File: src/hdl/ffca_blocks.sv
// Allocated block table. Entries are read one per cycle through a registered
// port; validity lives in flip-flops so a rebuild clears all blocks at once.
module ffca_blocks #(
    parameter int MAX_BLOCKS = 64,
    parameter int AW = 6
) (
    input  logic          i_clk,
    input  logic          i_rst_n,
    input  logic          i_clear,
    input  logic [AW-1:0] i_rd_addr,
    output logic [31:0]   o_rd_start,
    output logic [31:0]   o_rd_size,
    output logic          o_rd_valid,
    input  logic          i_wr_en,
    input  logic [AW-1:0] i_wr_addr,
    input  logic [31:0]   i_wr_start,
    input  logic [31:0]   i_wr_size,
    input  logic          i_inv_en,
    input  logic [AW-1:0] i_inv_addr
);
    logic [31:0] r_start [MAX_BLOCKS];
    logic [31:0] r_size  [MAX_BLOCKS];
    logic [MAX_BLOCKS-1:0] r_valid;

    always_ff @(posedge i_clk) begin
        if (i_wr_en) begin
            r_start[i_wr_addr] <= i_wr_start;
            r_size[i_wr_addr]  <= i_wr_size;
        end
        o_rd_start <= r_start[i_rd_addr];
        o_rd_size  <= r_size[i_rd_addr];
    end

    always_ff @(posedge i_clk) begin
        if (!i_rst_n || i_clear) begin
            r_valid    <= '0;
            o_rd_valid <= 1'b0;
        end else begin
            if (i_wr_en)
                r_valid[i_wr_addr] <= 1'b1;
            if (i_inv_en)
                r_valid[i_inv_addr] <= 1'b0;
            o_rd_valid <= r_valid[i_rd_addr];
        end
    end
endmodule

File: config.mk
export PLATFORM = sky130hd
export DESIGN_NAME = ffca_blocks
export DESIGN_NICKNAME = d
export VERILOG_FILES = /design/src/hdl/ffca_blocks.sv
export SDC_FILE = /design/constraint.sdc
export NUM_CORES = 2
export LEC_CHECK = 0
export BUFFER_PORTS_ARGS = -buffer_cell sky130_fd_sc_hd__buf_2
export CORE_ASPECT_RATIO = 1.4
export CORE_MARGIN = 1
export CORE_UTILIZATION = 45
export DETAILED_ROUTE_END_ITERATION = 8
export SLEW_MARGIN = 20
export SYNTH_ARGS = -nofsm -noshare
export SYNTH_HDL_FRONTEND = slang
export SYNTH_SLANG_ARGS = --single-unit
File: constraint.sdc
create_clock -name i_clk -period 11.07 [get_ports i_clk]
set_input_delay 2.214 -clock i_clk [delete_from_list [all_inputs] [get_ports i_clk]]
set_output_delay 2.214 -clock i_clk [all_outputs]
set_load 0.05 [all_outputs]
**Word level (Yosys, flattened, before mapping)**

Memory sizes are Yosys's and may differ from the RTL's. A register that Yosys moved wholly into a read port is not among the register bits.
Index checks and enable logic that the tools add are counted.

- Bitwise operators: 3
- Reductions and logical operators: 4
- Muxes and demuxes: 11
- Order comparisons: 5

Operator list:

| kind | count |
|---|---|
| 64-bit two-way mux | 3 |
| 64-bit AND | 1 |
| 64-bit NOT | 1 |
| 64-bit OR | 1 |
| 6-bit by 7-bit < comparator with 1-bit output, second input constant | 3 |
| 1-bit demux with 6-bit select | 2 |
| 6-bit by 1-bit greater-or-equal comparator with 1-bit output, second input constant | 2 |
| 1-bit binary-select mux with 6-bit select | 1 |
| 1-bit two-way mux | 5 |
| 1-bit logical AND | 2 |
| 1-bit logical NOT | 1 |
| 1-bit logical OR | 1 |

- Memories: 2
- Word-level logic and storage cells: 27
- Bits in registers: 65
- Memory bits (writable): 4096

Memories:

| memory | depth | bits a word | rd ports | clocked after memory_dff | wr ports | RTL line | source |
|---|---|---|---|---|---|---|---|
| r_size | 64 | 32 | 1 | 1 | 1 | 22 | `logic [31:0] r_size [MAX_BLOCKS];` |
| r_start | 64 | 32 | 1 | 1 | 1 | 21 | `logic [31:0] r_start [MAX_BLOCKS];` |

**Depth between registers and ports, before layout**

- Depth in word-level cells: 9
- Mapped depth: 9
- Gate-level depth less buffers: 5

**Least setup slack after synthesis**

No wires, ideal clock.

- Path type: input to register
- From: input port i_wr_addr[5]
- To: register r_valid[32]
- Stages: 5
- Library setup time: 0.070 ns
- Path slack: 4.733 ns
- Arrival: 6.267 ns
- Buffers on the path: 2
- Path through: clkbuf_1 or3b_2 clkbuf_1 nor2_1 o221a_2

- Longest elaborated chain between the ends: 9
- Elaborated cells on any way between the ends: 10
- Classes of those cells: order compare (2); mux (5); bitwise (2); reduce/logical (1)

RTL lines:

| item | RTL line | source |
|---|---|---|
| start: declaration | 15 | `input logic [AW-1:0] i_wr_addr,` |
| 6-bit by 7-bit < comparator with 1-bit output (implied by the code) or 6-bit by 1-bit greater-or-equal comparator with 1-bit output (tied branches) | 40 | `r_valid[i_wr_addr] <= 1'b1;` |
| 1-bit logical AND (implied by the code) | 40 |  |
| 1-bit two-way mux (implied by the code) | 40 |  |
| 1-bit demux with 6-bit select (*) | 40 |  |
| 64-bit OR (no source line) (*) | - |  |
| 64-bit two-way mux (*) | 39 | `if (i_wr_en)` |
| 64-bit two-way mux (*) | 35 | `if (!i_rst_n \|\| i_clear) begin` |
| 64-bit AND (no source line) | - |  |
| 64-bit two-way mux (*) | 41 | `if (i_inv_en)` |
| end signal: assignment | 36 | `r_valid <= '0;` |
| end signal: indexed assignment | 40 |  |
| end signal: indexed assignment | 42 | `r_valid[i_inv_addr] <= 1'b0;` |
| end: declaration | 23 | `logic [MAX_BLOCKS-1:0] r_valid;` |

Every way passes the cells marked *; elsewhere a longest branch is shown, timed or not. The select of a mux whose other input is x is not followed.
A chain may end at the register's enable or synchronous reset.

==> key figures <==
Clock network
  – Post-CTS setup buffers: 0
  – Clk slew on worst S/H paths: 70 ps
  – Num CTS Buffers: 385
  – CTS tree: yes
  – Max Buffers Root-to-Sink: 4
  – Root Driver: clkbuf_16
  – Clock sink total: 4,225
  – # resized after CTS: 0
  – Max H-tree Level: 5
  – Clk Latency, worst-skew pair: 930 ps
  – CTS Hold Bufs: 0

Final layout
  – Seq. cell area: about 0.13 mm^2
  – Commonest non-fill, non-tap cell in the layout: edfxtp_1
  – Area occupied by multi-input gates: 0.03169 mm^2
  – Fillers: ~27,000
  – Final net count: between 7,000 and 8,000
  – Share of cells above drive strength 1: 0.2695
  – Syn-to-layout area delta: 12.48%
  – Most frequent cells in the layout: edfxtp_1 (4,096), mux4_2 (960), clkbuf_16 (396)

Power
  – Power consumption: around 33 mW
  – Clock group share of total power: 0.406
  – Seq pwr share: 0.546
  – Internal Power: around 26 mW
  – Gate power share: 0.048
  – VDD IR-drop max: 0.0001470 V
  – LEAKAGE: 55.12 nW
  – Switching power total: 6.944 mW
  – Switching share of power: 0.2136
  – PwrDens: 182.4 mW/mm^2

Synthesis
  – Seq/Total Area, Yosys: 0.7923
  – Asr flop ratio synth: 0
  – Synth Instances: 6,929
  – Synthesized area: 0.1585 mm^2
  – Net Count, Synth: 7,016
  – Mapped Avg Cell Area: 22.87 um^2
  – Top cell type's share of synthesized area: 0.7760
  – Flops & latches, synth: 4,225
  – Synth cell types: 37
  – Post-synth EDFFs: 4,096
  – Top FF cell, synth: edfxtp_1
  – Top post-synthesis cells by area: edfxtp_1 (78%), mux4_2 (14%), dfxtp_1 (1.6%), a22oi_1 (1.6%), mux2i_1 (0.85%)
  – Synth area leader: edfxtp_1
  – Synth warn: 0

Detailed routing
  – Routed len/inst: 36.63 um
  – Final WL: 450.1 mm
  – Antenna Nets Post-Route: 0
  – DR pass1 iterations: 5
  – DRT iter0 DRCs: 9,970
  – Vias/cell: 6.348
  – Total number of vias: roughly 78,000
  – Drc violations: 0

GRT
  – First-pass GRT wire length: just over 600 mm
  – GRT Total Usage: 0.2527
  – Remaining Overflow, GRT: 0
  – Initial antenna violation count: 31
  – Pin count of the biggest net entering global routing: 118
  – Vias in the first global route: ~79,000

Run status
  – Outcome: completed

Placed design
  – Port-buffer cells: 151
  – Detail Placement HPWL: roughly 230 mm
  – Routability cong.: 0.7791

Timing
  – Final min period: about 5500 ps
  – Clk_skew: 52.99 ps
  – Tcrit/Tclk final: 0.4979
  – Worst Max-Slew Pin Slew: between 1000 and 1500 ps
  – Final Hold Violating Endpoints: 0
  – Slew Viols, Final: 0
  – Setup tns final: 0 ps
  – Max-slew headroom: 0.1894
  – Final setup fails: 0
  – RSZ-0062 raised after global routing: false
  – Max Clk Rate: 181.4 MHz

Setup path
  – Worst path max stage delay: around 830 ps
  – Crit path max-delay family: buffers and inverters
  – Critical path data arrival time: 6290 ps
  – Critical-path cell list: buf_8 -> buf_4 -> buf_4 -> buf_4 -> mux4_2 -> o211ai_1 -> o21ai_0 -> and3_1
  – WP data required: 11,850 ps
  – Crit path top cell by count: buf_4
  – Crit path capture type: register
  – CP max stage cell: buf_4
  – Worst-path maximum fanout: 98
  – CP Class: in2reg
  – CP bufs+invs: 4
  – Crit path launch type: input port

Die
  – Initial Util: 0.4526
  – I/O pin cnt: 152
  – Width of the die: 503.6 um
  – Core ar.: ~0.35 mm^2
  – Row Count: 257
  – Die ar.: about 0.35 mm^2
  – Die Ht: 704.2 um

Worst hold path
  – Hold crit path type: reg2reg

Flow run
  – Max-cap check violation count: 0
==> layer usage <==
metal / share of wire / vias up / GRT usage / routed length [um]
met4: 0.031 / 10 / 0.07711 / 13970
met5: 0.00015 / - / 0 / 66
li1: - / 30530 / - / -
met1: 0.38 / 43030 / 0.3308 / 170300
met3: 0.079 / 670 / 0.04582 / 35720
met2: 0.51 / 3768 / 0.4288 / 230100
==> sequential cells by signal (all words and copies together) (netlist names) <==
name,flops
o_rd_start,32
o_rd_size,32
r_valid,64
o_rd_valid,1
r_start,2048
r_size,2048
==> stage by stage <==
| stage | setup slack (ps) | utilization | instance area, um^2 | cells | hold WS, ps |
|---|---|---|---|---|---|
| after floorplan | 4733 | - | 158500 | 6929 | 460.1 |
| after global placement | 4705 | 0.4733 | 165800 | 11560 | 477.5 |
| after detailed placement | 4659 | 0.4736 | 165800 | 11560 | 494.7 |
| after CTS | 5670 | 0.5085 | 178100 | 12270 | 508.5 |
| after global routing | 5479 | 0.5090 | 178200 | 12270 | 548.3 |
| final | 5558 | 0.5091 | 178300 | 12290 | 506.6 |
==> worst min-delay path, cell delays in order (launching register included) <==
cell and delay (ps):
dfxtp_1 310, o32ai_1 100, nor2_1 50
==> Yosys cell counts (48+ instances only) <==
library cell and instances:
a22o_1 96, a22oi_1 338, and3_1 49, buf_1 48
buf_2 133, clkbuf_1 201, dfxtp_1 129, edfxtp_1 4096
mux2i_1 135, mux4_2 960, nand2_1 64, nand3_1 109
nor2_1 113, o211ai_1 48, o21ai_0 90, o221a_2 56
o22ai_1 87
==> final timing paths <==
path,start,end,slack (ps),depth (start not counted)
min reg2reg,r_valid[56]$_SDFF_PP0_,r_valid[56]$_SDFF_PP0_,510,2
max reg2reg,r_size[31][9]$_DFFE_PP_,o_rd_size[9]$_DFF_P_,8840,5
max,i_rd_addr[1],o_rd_start[16]$_DFF_P_,5560,8
min,r_valid[56]$_SDFF_PP0_,r_valid[56]$_SDFF_PP0_,510,2
==> power groups by stage <==
stage / registers (mW) / logic [mW] / clock network (mW)
floorplan: 18.2 / 0.800 / 0
CTS: 17.7 / 1.58 / 13.4
global placement: 18.1 / 1.55 / 0
detailed placement: 18.1 / 1.58 / 0
finish: 17.7 / 1.58 / 13.2
global route: 17.7 / 1.66 / 13.9
==> final cells by class <==
| class | count | area share |
|---|---|---|
| diodes | 17 | 0.0002386 |
| clock buffers | 531 | 0.05983 |
| clock inverters | 174 | 0.008850 |
| multi-input cells | 2300 | 0.1778 |
| flip-flops and latches | 4225 | 0.7044 |
| well taps | 4662 | 0.03272 |
| repair buffers | 378 | 0.01614 |
==> logic make-up after synthesis <==
logic type / after synthesis / synth area share
DFF: 4225 / 0.7923
muxes: 1127 / 0.1472
AOI/OAI and AO/OA: 773 / 0.03674
buffers and inverters: 404 / 0.01135
and+or+nand+nor: 400 / 0.01235
Power figures use the tool's default switching activity.
